<file path="src/rtl/core/sptd_pkg.sv">
// sptd_pkg: shared constants for the seven-point timestamped derivative core
// holds field widths, tap geometry, weights and saturation limits
// no dependencies; used by the core, its port checker and the testbench
`default_nettype none

package sptd_pkg;

  // field widths
  localparam int SAMPLE_W = 32;
  localparam int TIME_W   = 32;
  localparam int RATE_W   = 48;
  localparam int FLAG_W   = 2;

  // tap geometry
  localparam int TAPS   = 7;
  localparam int CENTER = TAPS / 2;
  localparam int LANES  = 3;

  // tap index width and the two fixed slots used by the fill check
  localparam int                SLOT_W = 3;
  localparam logic [SLOT_W-1:0] SLOT_LAST = SLOT_W'(TAPS - 1);
  localparam logic [SLOT_W-1:0] SLOT_PREV = SLOT_W'(TAPS - 2);

  // fixed point: q16.16 in, q16.32 out, divide by 32 folded in
  localparam int FRAC_SHIFT = 11;
  localparam int WEIGHT_W   = 5;
  localparam int MAG_W      = SAMPLE_W;
  localparam int PROD_W     = MAG_W + 4;
  localparam int QUOT_W     = PROD_W + FRAC_SHIFT;
  localparam int SUM_W      = RATE_W + 2;

  // divider iteration count
  localparam int                CNT_W    = 6;
  localparam logic [CNT_W-1:0]  DIV_LAST = CNT_W'(QUOT_W - 1);

  // smoothing weights for the outer pairs, innermost first
  localparam logic [WEIGHT_W-1:0] TAP_WEIGHT [LANES] = '{5'd10, 5'd16, 5'd6};

  // saturation limits of the result
  localparam logic signed [SUM_W-1:0] RATE_MAX = SUM_W'((64'sd1 <<< (RATE_W - 1)) - 64'sd1);
  localparam logic signed [SUM_W-1:0] RATE_MIN = -RATE_MAX - SUM_W'(1);

  // output flag positions in tuser
  localparam int FLAG_STORED = 0;
  localparam int FLAG_VALID  = 1;

endpackage : sptd_pkg

`default_nettype wire

</file>
<file path="src/rtl/core/seven_point_timestamped_derivative_core.sv">
// seven_point_timestamped_derivative_core: smoothed derivative over seven timestamped samples
// tap history in shift registers, three bit-serial restoring dividers, registered output word
// depends on sptd_pkg
//
// an accepted input word passes diff, scale, 47 divider steps and sum into the result
// word register; no new input word is taken until that result is loaded, and the radix-2
// dividers retire one quotient bit per cycle in all three lanes at once.
// a new input word is taken while the previous result still waits at the output.
// reset (rst_n low, synchronous) clears tap history, slot counter, fsm and output valid.
`default_nettype none

module seven_point_timestamped_derivative_core (
  input  wire logic        clk,
  input  wire logic        rst_n,
  // slave side
  input  wire logic        in_tvalid,
  output logic             in_tready,
  input  wire logic [63:0] in_tdata,   // [31:0] sample_value, [63:32] time_stamp
  // master side
  output logic             out_tvalid,
  input  wire logic        out_tready,
  output logic [47:0]      out_tdata,  // [47:0] climb_rate
  output logic [1:0]       out_tuser   // [0] accepted, [1] rate_valid
);

  // fsm codes
  localparam logic [2:0] ST_IDLE  = 3'd0;
  localparam logic [2:0] ST_DIFF  = 3'd1;
  localparam logic [2:0] ST_SCALE = 3'd2;
  localparam logic [2:0] ST_DIV   = 3'd3;
  localparam logic [2:0] ST_DONE  = 3'd4;

  logic [2:0] state_r, state_nxt;

  // input fields
  logic [sptd_pkg::SAMPLE_W-1:0] in_sample;
  logic [sptd_pkg::TIME_W-1:0]   in_stamp;
  assign in_sample = in_tdata[sptd_pkg::SAMPLE_W-1:0];
  assign in_stamp  = in_tdata[sptd_pkg::SAMPLE_W +: sptd_pkg::TIME_W];

  // tap history, index TAPS-1 is the newest word
  logic [sptd_pkg::SAMPLE_W-1:0] samp_tap_r [sptd_pkg::TAPS];
  logic [sptd_pkg::TIME_W-1:0]   time_tap_r [sptd_pkg::TAPS];
  logic [sptd_pkg::SLOT_W-1:0]   slot_r;
  logic [sptd_pkg::TIME_W-1:0]   slot_prev_time_r;
  logic [sptd_pkg::TIME_W-1:0]   slot_last_time_r;

  logic in_fire;
  logic store_en;
  logic stored_r;

  assign in_tready = (state_r == ST_IDLE);
  assign in_fire   = in_tvalid && in_tready;
  assign store_en  = in_fire && (time_tap_r[sptd_pkg::TAPS-1] != in_stamp);

  // tap shift line and ring slot tracking
  always_ff @(posedge clk) begin
    if (!rst_n) begin
      for (int i = 0; i < sptd_pkg::TAPS; i++) begin
        samp_tap_r[i] <= '0;
        time_tap_r[i] <= '0;
      end
      slot_r           <= '0;
      slot_prev_time_r <= '0;
      slot_last_time_r <= '0;
    end else if (store_en) begin
      for (int i = 0; i < sptd_pkg::TAPS - 1; i++) begin
        samp_tap_r[i] <= samp_tap_r[i+1];
        time_tap_r[i] <= time_tap_r[i+1];
      end
      samp_tap_r[sptd_pkg::TAPS-1] <= in_sample;
      time_tap_r[sptd_pkg::TAPS-1] <= in_stamp;
      if (slot_r == sptd_pkg::SLOT_PREV) begin
        slot_prev_time_r <= in_stamp;
      end
      if (slot_r == sptd_pkg::SLOT_LAST) begin
        slot_last_time_r <= in_stamp;
        slot_r           <= '0;
      end else begin
        slot_r <= slot_r + sptd_pkg::SLOT_W'(1);
      end
    end
  end

  // per-lane datapath
  logic [sptd_pkg::TIME_W-1:0]   dt_r    [sptd_pkg::LANES];
  logic signed [sptd_pkg::SAMPLE_W:0] diff_r [sptd_pkg::LANES];
  logic [sptd_pkg::QUOT_W-1:0]   num_r   [sptd_pkg::LANES];
  logic [sptd_pkg::TIME_W-1:0]   rem_r   [sptd_pkg::LANES];
  logic                          neg_r   [sptd_pkg::LANES];
  logic [sptd_pkg::LANES-1:0]    dt_zero;
  logic signed [sptd_pkg::SUM_W-1:0] term [sptd_pkg::LANES];

  for (genvar j = 0; j < sptd_pkg::LANES; j++) begin : g_lane
    localparam int HI = sptd_pkg::CENTER + j + 1;
    localparam int LO = sptd_pkg::CENTER - j - 1;

    logic signed [sptd_pkg::SAMPLE_W:0] diff_w;
    logic [sptd_pkg::MAG_W:0]           mag_w;
    logic [sptd_pkg::PROD_W:0]          prod_w;
    logic [sptd_pkg::TIME_W:0]          shifted;
    logic [sptd_pkg::TIME_W:0]          trial;
    logic                               ge;
    logic [sptd_pkg::RATE_W-1:0]        quot;
    logic [sptd_pkg::RATE_W-1:0]        sterm;

    // exact sample difference
    assign diff_w = $signed({samp_tap_r[HI][sptd_pkg::SAMPLE_W-1], samp_tap_r[HI]})
                  - $signed({samp_tap_r[LO][sptd_pkg::SAMPLE_W-1], samp_tap_r[LO]});

    // magnitude times the pair weight
    assign mag_w  = diff_r[j][sptd_pkg::SAMPLE_W] ? (sptd_pkg::MAG_W+1)'(-diff_r[j])
                                                  : (sptd_pkg::MAG_W+1)'(diff_r[j]);
    assign prod_w = (sptd_pkg::PROD_W+1)'(mag_w)
                  * (sptd_pkg::PROD_W+1)'(sptd_pkg::TAP_WEIGHT[j]);

    // one restoring divide step
    assign shifted = {rem_r[j], num_r[j][sptd_pkg::QUOT_W-1]};
    assign trial   = shifted - {1'b0, dt_r[j]};
    assign ge      = !trial[sptd_pkg::TIME_W];

    // signed term from the quotient
    assign quot  = sptd_pkg::RATE_W'(num_r[j]);
    assign sterm = neg_r[j] ? -quot : quot;
    assign term[j] = sptd_pkg::SUM_W'($signed(sterm));

    assign dt_zero[j] = (dt_r[j] == '0);

    always_ff @(posedge clk) begin
      case (state_r)
        ST_DIFF: begin
          dt_r[j]   <= time_tap_r[HI] - time_tap_r[LO];
          diff_r[j] <= diff_w;
        end
        ST_SCALE: begin
          num_r[j] <= {prod_w[sptd_pkg::PROD_W-1:0], sptd_pkg::FRAC_SHIFT'(0)};
          rem_r[j] <= '0;
          neg_r[j] <= diff_r[j][sptd_pkg::SAMPLE_W];
        end
        ST_DIV: begin
          num_r[j] <= {num_r[j][sptd_pkg::QUOT_W-2:0], ge};
          rem_r[j] <= ge ? trial[sptd_pkg::TIME_W-1:0] : shifted[sptd_pkg::TIME_W-1:0];
        end
        default: begin
        end
      endcase
    end
  end

  // stored flag, fill check and step counter
  logic                       filled_r;
  logic [sptd_pkg::CNT_W-1:0] cnt_r;

  always_ff @(posedge clk) begin
    if (in_fire) begin
      stored_r <= store_en;
    end
    if (state_r == ST_DIFF) begin
      filled_r <= (slot_prev_time_r != slot_last_time_r);
    end
    if (state_r == ST_SCALE) begin
      cnt_r <= '0;
    end else if (state_r == ST_DIV) begin
      cnt_r <= cnt_r + sptd_pkg::CNT_W'(1);
    end
  end

  // sum and saturate
  logic signed [sptd_pkg::SUM_W-1:0] sum_w;
  logic signed [sptd_pkg::SUM_W-1:0] sat_w;
  logic                              rate_ok;

  assign sum_w   = term[0] + term[1] + term[2];
  assign rate_ok = filled_r && (dt_zero == '0);

  always_comb begin
    if (sum_w > sptd_pkg::RATE_MAX) begin
      sat_w = sptd_pkg::RATE_MAX;
    end else if (sum_w < sptd_pkg::RATE_MIN) begin
      sat_w = sptd_pkg::RATE_MIN;
    end else begin
      sat_w = sum_w;
    end
  end

  // output word register
  logic                          out_valid_r;
  logic [sptd_pkg::RATE_W-1:0]   out_rate_r;
  logic [sptd_pkg::FLAG_W-1:0]   out_flag_r;
  logic                          out_load;

  assign out_load = (state_r == ST_DONE) && (!out_valid_r || out_tready);

  always_ff @(posedge clk) begin
    if (!rst_n) begin
      out_valid_r <= 1'b0;
    end else if (out_load) begin
      out_valid_r <= 1'b1;
    end else if (out_tready) begin
      out_valid_r <= 1'b0;
    end
  end

  always_ff @(posedge clk) begin
    if (out_load) begin
      out_rate_r <= rate_ok ? sat_w[sptd_pkg::RATE_W-1:0] : '0;
      out_flag_r[sptd_pkg::FLAG_STORED] <= stored_r;
      out_flag_r[sptd_pkg::FLAG_VALID]  <= rate_ok;
    end
  end

  assign out_tvalid = out_valid_r;
  assign out_tdata  = out_rate_r;
  assign out_tuser  = out_flag_r;

  // control fsm
  always_comb begin
    state_nxt = state_r;
    case (state_r)
      ST_IDLE:  if (in_fire) state_nxt = ST_DIFF;
      ST_DIFF:  state_nxt = ST_SCALE;
      ST_SCALE: state_nxt = ST_DIV;
      ST_DIV:   if (cnt_r == sptd_pkg::DIV_LAST) state_nxt = ST_DONE;
      ST_DONE:  if (out_load) state_nxt = ST_IDLE;
      default:  state_nxt = ST_IDLE;
    endcase
  end

  always_ff @(posedge clk) begin
    if (!rst_n) begin
      state_r <= ST_IDLE;
    end else begin
      state_r <= state_nxt;
    end
  end

endmodule : seven_point_timestamped_derivative_core

`default_nettype wire

</file>
<file path="config.mk">
export PLATFORM = sky130hd
export DESIGN_NAME = seven_point_timestamped_derivative_core
export DESIGN_NICKNAME = d
export VERILOG_FILES = /design/src/rtl/core/sptd_pkg.sv /design/src/rtl/core/seven_point_timestamped_derivative_core.sv
export SDC_FILE = /design/constraint.sdc
export NUM_CORES = 2
export LEC_CHECK = 0
export ABC_AREA = 0
export ABC_CLOCK_PERIOD_IN_PS = 41300
export BUFFER_PORTS_ARGS = -buffer_cell sky130_fd_sc_hd__buf_2
export CAP_MARGIN = 10
export CORE_MARGIN = 2
export CORE_UTILIZATION = 69
export DETAILED_ROUTE_END_ITERATION = 8
export HOLD_SLACK_MARGIN = 0.03
export PLACE_DENSITY = 0.95
export SETUP_SLACK_MARGIN = 0.3
export SYNTH_ARGS = -nofsm -noshare
export SYNTH_HDL_FRONTEND = slang
export SYNTH_SLANG_ARGS = --single-unit
</file>
<file path="constraint.sdc">
create_clock -name clk -period 41.3 [get_ports clk]
set_input_delay 8.26 -clock clk [delete_from_list [all_inputs] [get_ports clk]]
set_output_delay 8.26 -clock clk [all_outputs]
set_load 0.1 [all_outputs]
</file>
==> results by group <==
STA
  – Setup Skew: 0.03270 ns
  – Final Critical Period: 11.92 ns
  – Slew Viols, Final: 0
  – Hold slack: 0.4291 ns
  – Worst slew pin tran: 1.149 ns
  – Max Freq: between 80 and 90 MHz
  – Unrepaired setup endpoints after global routing: false
  – Setup TNS: 0 ns
  – Final worst-path cycle share: between 20 and 30%
  – Slew headroom: 21.44%
  – Final hold viol count: 0
  – Final setup vio count: 0

Critical path
  – Worst reg2reg setup slack: 33.76 ns
  – Cell mode on critical path: buf_4
  – Cell family with most CP delay: buffers and inverters
  – Worst setup path endpoint: time_tap_r[0][31]
  – Critical Path Max Stage Delay: 0.67 ns
  – WP data required: 41.59 ns
  – Worst r2r src: num_r[0][8]
  – Worst-path cell chain: buf_2 > xor2_1 > nor4_1 > nand4_1 > o21ai_4 > buf_4 > nand2_4 > buf_4 > buf_4
  – Crit Path Max Fanout: 94
  – Critical path data arrival time: 12.20 ns
  – Critical R2R Capture: out_tdata[34]
  – CP bufs+invs: 4
  – Reg2reg path depth: 21
  – WP depth: 9
  – Endpoint class of the critical path: flop
  – Crit-path slowest cell: buf_4
  – Crit path from: in_tdata[52]
  – CP startpoint kind: primary input
  – Worst Path Class, Setup: in2reg

Detailed routing
  – DRC: 0
  – DR vias: 51.56k
  – Post-route ant nets: 0
  – Wire per inst: 21.83 µm
  – Via density: 6.620
  – Drt pass-1 iters: 6
  – Post-Route WL: 170,100 µm
  – DRT iter0 DRCs: 7,862

Floorplanning
  – Die X: 310.4 µm
  – Die Height: 310.4 µm
  – Core region area: 93,190 µm²
  – Die ar.: 96,320 µm²
  – Ports: 120
  – Starting Density: 69.49%
  – Row cnt: 112

Logic synthesis
  – EDFF count, synth: 935
  – Total nets after synthesis: 6,956
  – Synth Warn #: 0
  – Ys flop type: edfxtp_1
  – Synth cell types: 86
  – Cell area after synthesis: 64,760 µm²
  – Synth Register Bits: slightly above 1k
  – Asr flop ratio synth: 0%
  – Post-synthesis sequential area ratio: 45.74%
  – Cells after Synth: roughly 6.4k
  – Avg Cell Area, Syn: 10.13 µm²

Status
  – Status: finished, final reports clean

Cells and area
  – Most frequent cells in the layout: 935 x edfxtp_1, 519 x inv_1, 446 x nand2_1
  – Most common cell after layout, fill and taps aside: edfxtp_1
  – Nets: around 7k
  – Final cell count without fillers: between 7k and 8k
  – Layout cells sized above 1: 5.960%
  – Finished Core Util: 75.08%
  – Synthesis-to-layout area growth: 8.047%

Clocking
  – Post CTS Setup Buffer Count: 0
  – Clk sink count: 1,012
  – Max Root-Sink Buffers: 3
  – CTS buffer count: 104
  – Clk slew on worst S/H paths: 0.06 ns
  – Skew-Pair Late Insertion Delay: between 0.7 and 0.8 ns
  – Max H-tree Level: 3
  – # hold bufs at CTS: 0
  – Root buffer cell: clkbuf_16
  – CTS resizes: 0
  – CTS tree: done

Flow run
  – Max-Cap Viols: 0

Placed design
  – Dpl cells: 7,592
  – GPL Wtd Cong: 0.9588
  – Port Buffer Count: 119
  – HPWL reported at the end of detailed placement: between 100,000 and 150,000 µm

Global routing
  – Initial antenna violation count: 19
  – GRT overflow: 0
  – Vias in the first global route: between 40k and 50k
  – Tot GR Track Use: between 30% and 40%
  – First-pass GRT wire length: 265,300 µm
  – Largest net degree at the start of global routing: 168

Pwr
  – Power Density: 59.01 nW/µm²
  – Peak VDD IR: roughly 0.05 mV
  – Power consumption: 4.129 mW
  – Leak: 28.09 nW

Worst hold path
  – Worst min path class: reg2reg
  – Hold depth: 0
-- worst register-to-register path: stages (launching register included) --
cell	delay, ns
edfxtp_1	0.50
or4_1	0.68
or3_1	0.36
or2_2	0.32
or2_2	0.31
nor2_1	0.17
nand2_1	0.19
nor4_1	0.59
nand3_1	0.36
o31ai_1	0.36
xor2_1	0.13
fa_1	0.54
inv_1	0.04
ha_1	0.40
nand2_1	0.16
nor4_1	0.56
o211ai_1	0.30
a21boi_0	0.34
o221ai_1	0.22
o31ai_4	0.12
buf_4	0.43
a31o_2	0.29
-- metrics by stage --
| stage | setup slack, ns | instance area [µm²] |
|---|---|---|
| after detailed placement | 28.87 | 66520 |
| after floorplan | 21.13 | 64760 |
| after CTS | 29.59 | 69950 |
| final | 29.38 | 69970 |
| after global placement | 28.95 | 66520 |
| after global routing | 29.29 | 69960 |
-- power by group --
part	internal [mW]	switching [mW]
registers	1.31	0.104
clock network	0.544	0.423
logic	0.689	1.06
-- area by class of cell --
class,count,area [µm²]
Antenna cell,7,17.52
Clock buffer,130,2794
Clock inverter,59,634.4
Fill cell,5506,23220
Inverter,521,1968
Multi-Input combinational cell,4650,32490
Sequential cell,1012,29620
Tap cell,1254,1569
Timing Repair Buffer,155,878.3
-- synthesized netlist by cell type, types with 7 or more instances --
cell type / n / share of area [%]
nand2b_1: 67 / 0.65
mux2i_1: 77 / 1.2
nor2_1: 379 / 2.2
inv_1: 520 / 3.0
a211o_1: 14 / 0.19
nand2_1: 447 / 2.6
nor2b_1: 71 / 0.69
a31oi_1: 41 / 0.40
a21oi_1: 415 / 3.2
o211ai_1: 27 / 0.31
and3_1: 46 / 0.44
or3_1: 51 / 0.49
a31o_2: 7 / 0.095
nand3_1: 102 / 0.79
a2111oi_0: 14 / 0.19
nor4_1: 59 / 0.57
buf_1: 11 / 0.064
ha_1: 437 / 8.4
xnor2_1: 322 / 4.4
or2_2: 27 / 0.26
nor3_1: 210 / 1.6
o41ai_1: 39 / 0.53
o31a_1: 12 / 0.16
or4_1: 33 / 0.38
nand3b_1: 13 / 0.15
a211oi_1: 53 / 0.61
a21boi_0: 28 / 0.32
clkbuf_1: 193 / 1.1
edfxtp_1: 935 / 43
o22ai_1: 11 / 0.11
dfxtp_1: 77 / 2.4
nor3b_1: 16 / 0.19
o21bai_1: 49 / 0.57
o31ai_1: 91 / 1.1
and2_1: 365 / 3.5
o21ai_0: 345 / 2.7
fa_1: 60 / 1.9
nand4_1: 57 / 0.55
a21o_1: 189 / 2.2
o21a_1: 78 / 0.90
xor2_1: 275 / 3.7
-- flip-flops by register name, summed over array words and instances (netlist names), 6 cells and up --
signal            flops
samp_tap_r          224
slot_prev_time_r     32
rem_r                96
dt_r                 96
num_r               141
slot_last_time_r     32
cnt_r                 6
time_tap_r          224
out_tdata            48
diff_r               99
-- metal layers --
layer  wire, µm  GRT usage, %
met4       6541         12.36
met3      22220         7.479
met1      64510         48.00
met5        119             0
met2      76660         54.89
-- worst min-delay path by stage --
stage,from,end
after floorplan,stored_r,out_tuser[0]
after global placement,stored_r,out_tuser[0]
after detailed placement,stored_r,out_tuser[0]
after CTS,stored_r,out_tuser[0]
after global routing,stored_r,out_tuser[0]
final,stored_r,out_tuser[0]
-- logic make-up after synthesis --
kind of cell,after synthesis,share of synthesized area [%]
DFF,1012,45.74
xor gates and xnor gates,597,8.074
buffers and inverters,729,4.233
muxes,82,1.277
AOI/OAI and AO/OA,1497,14.77
and+or+nand+nor,1977,15.61
adders and majority gates,497,10.30
(Power assumes the default switching activity.)
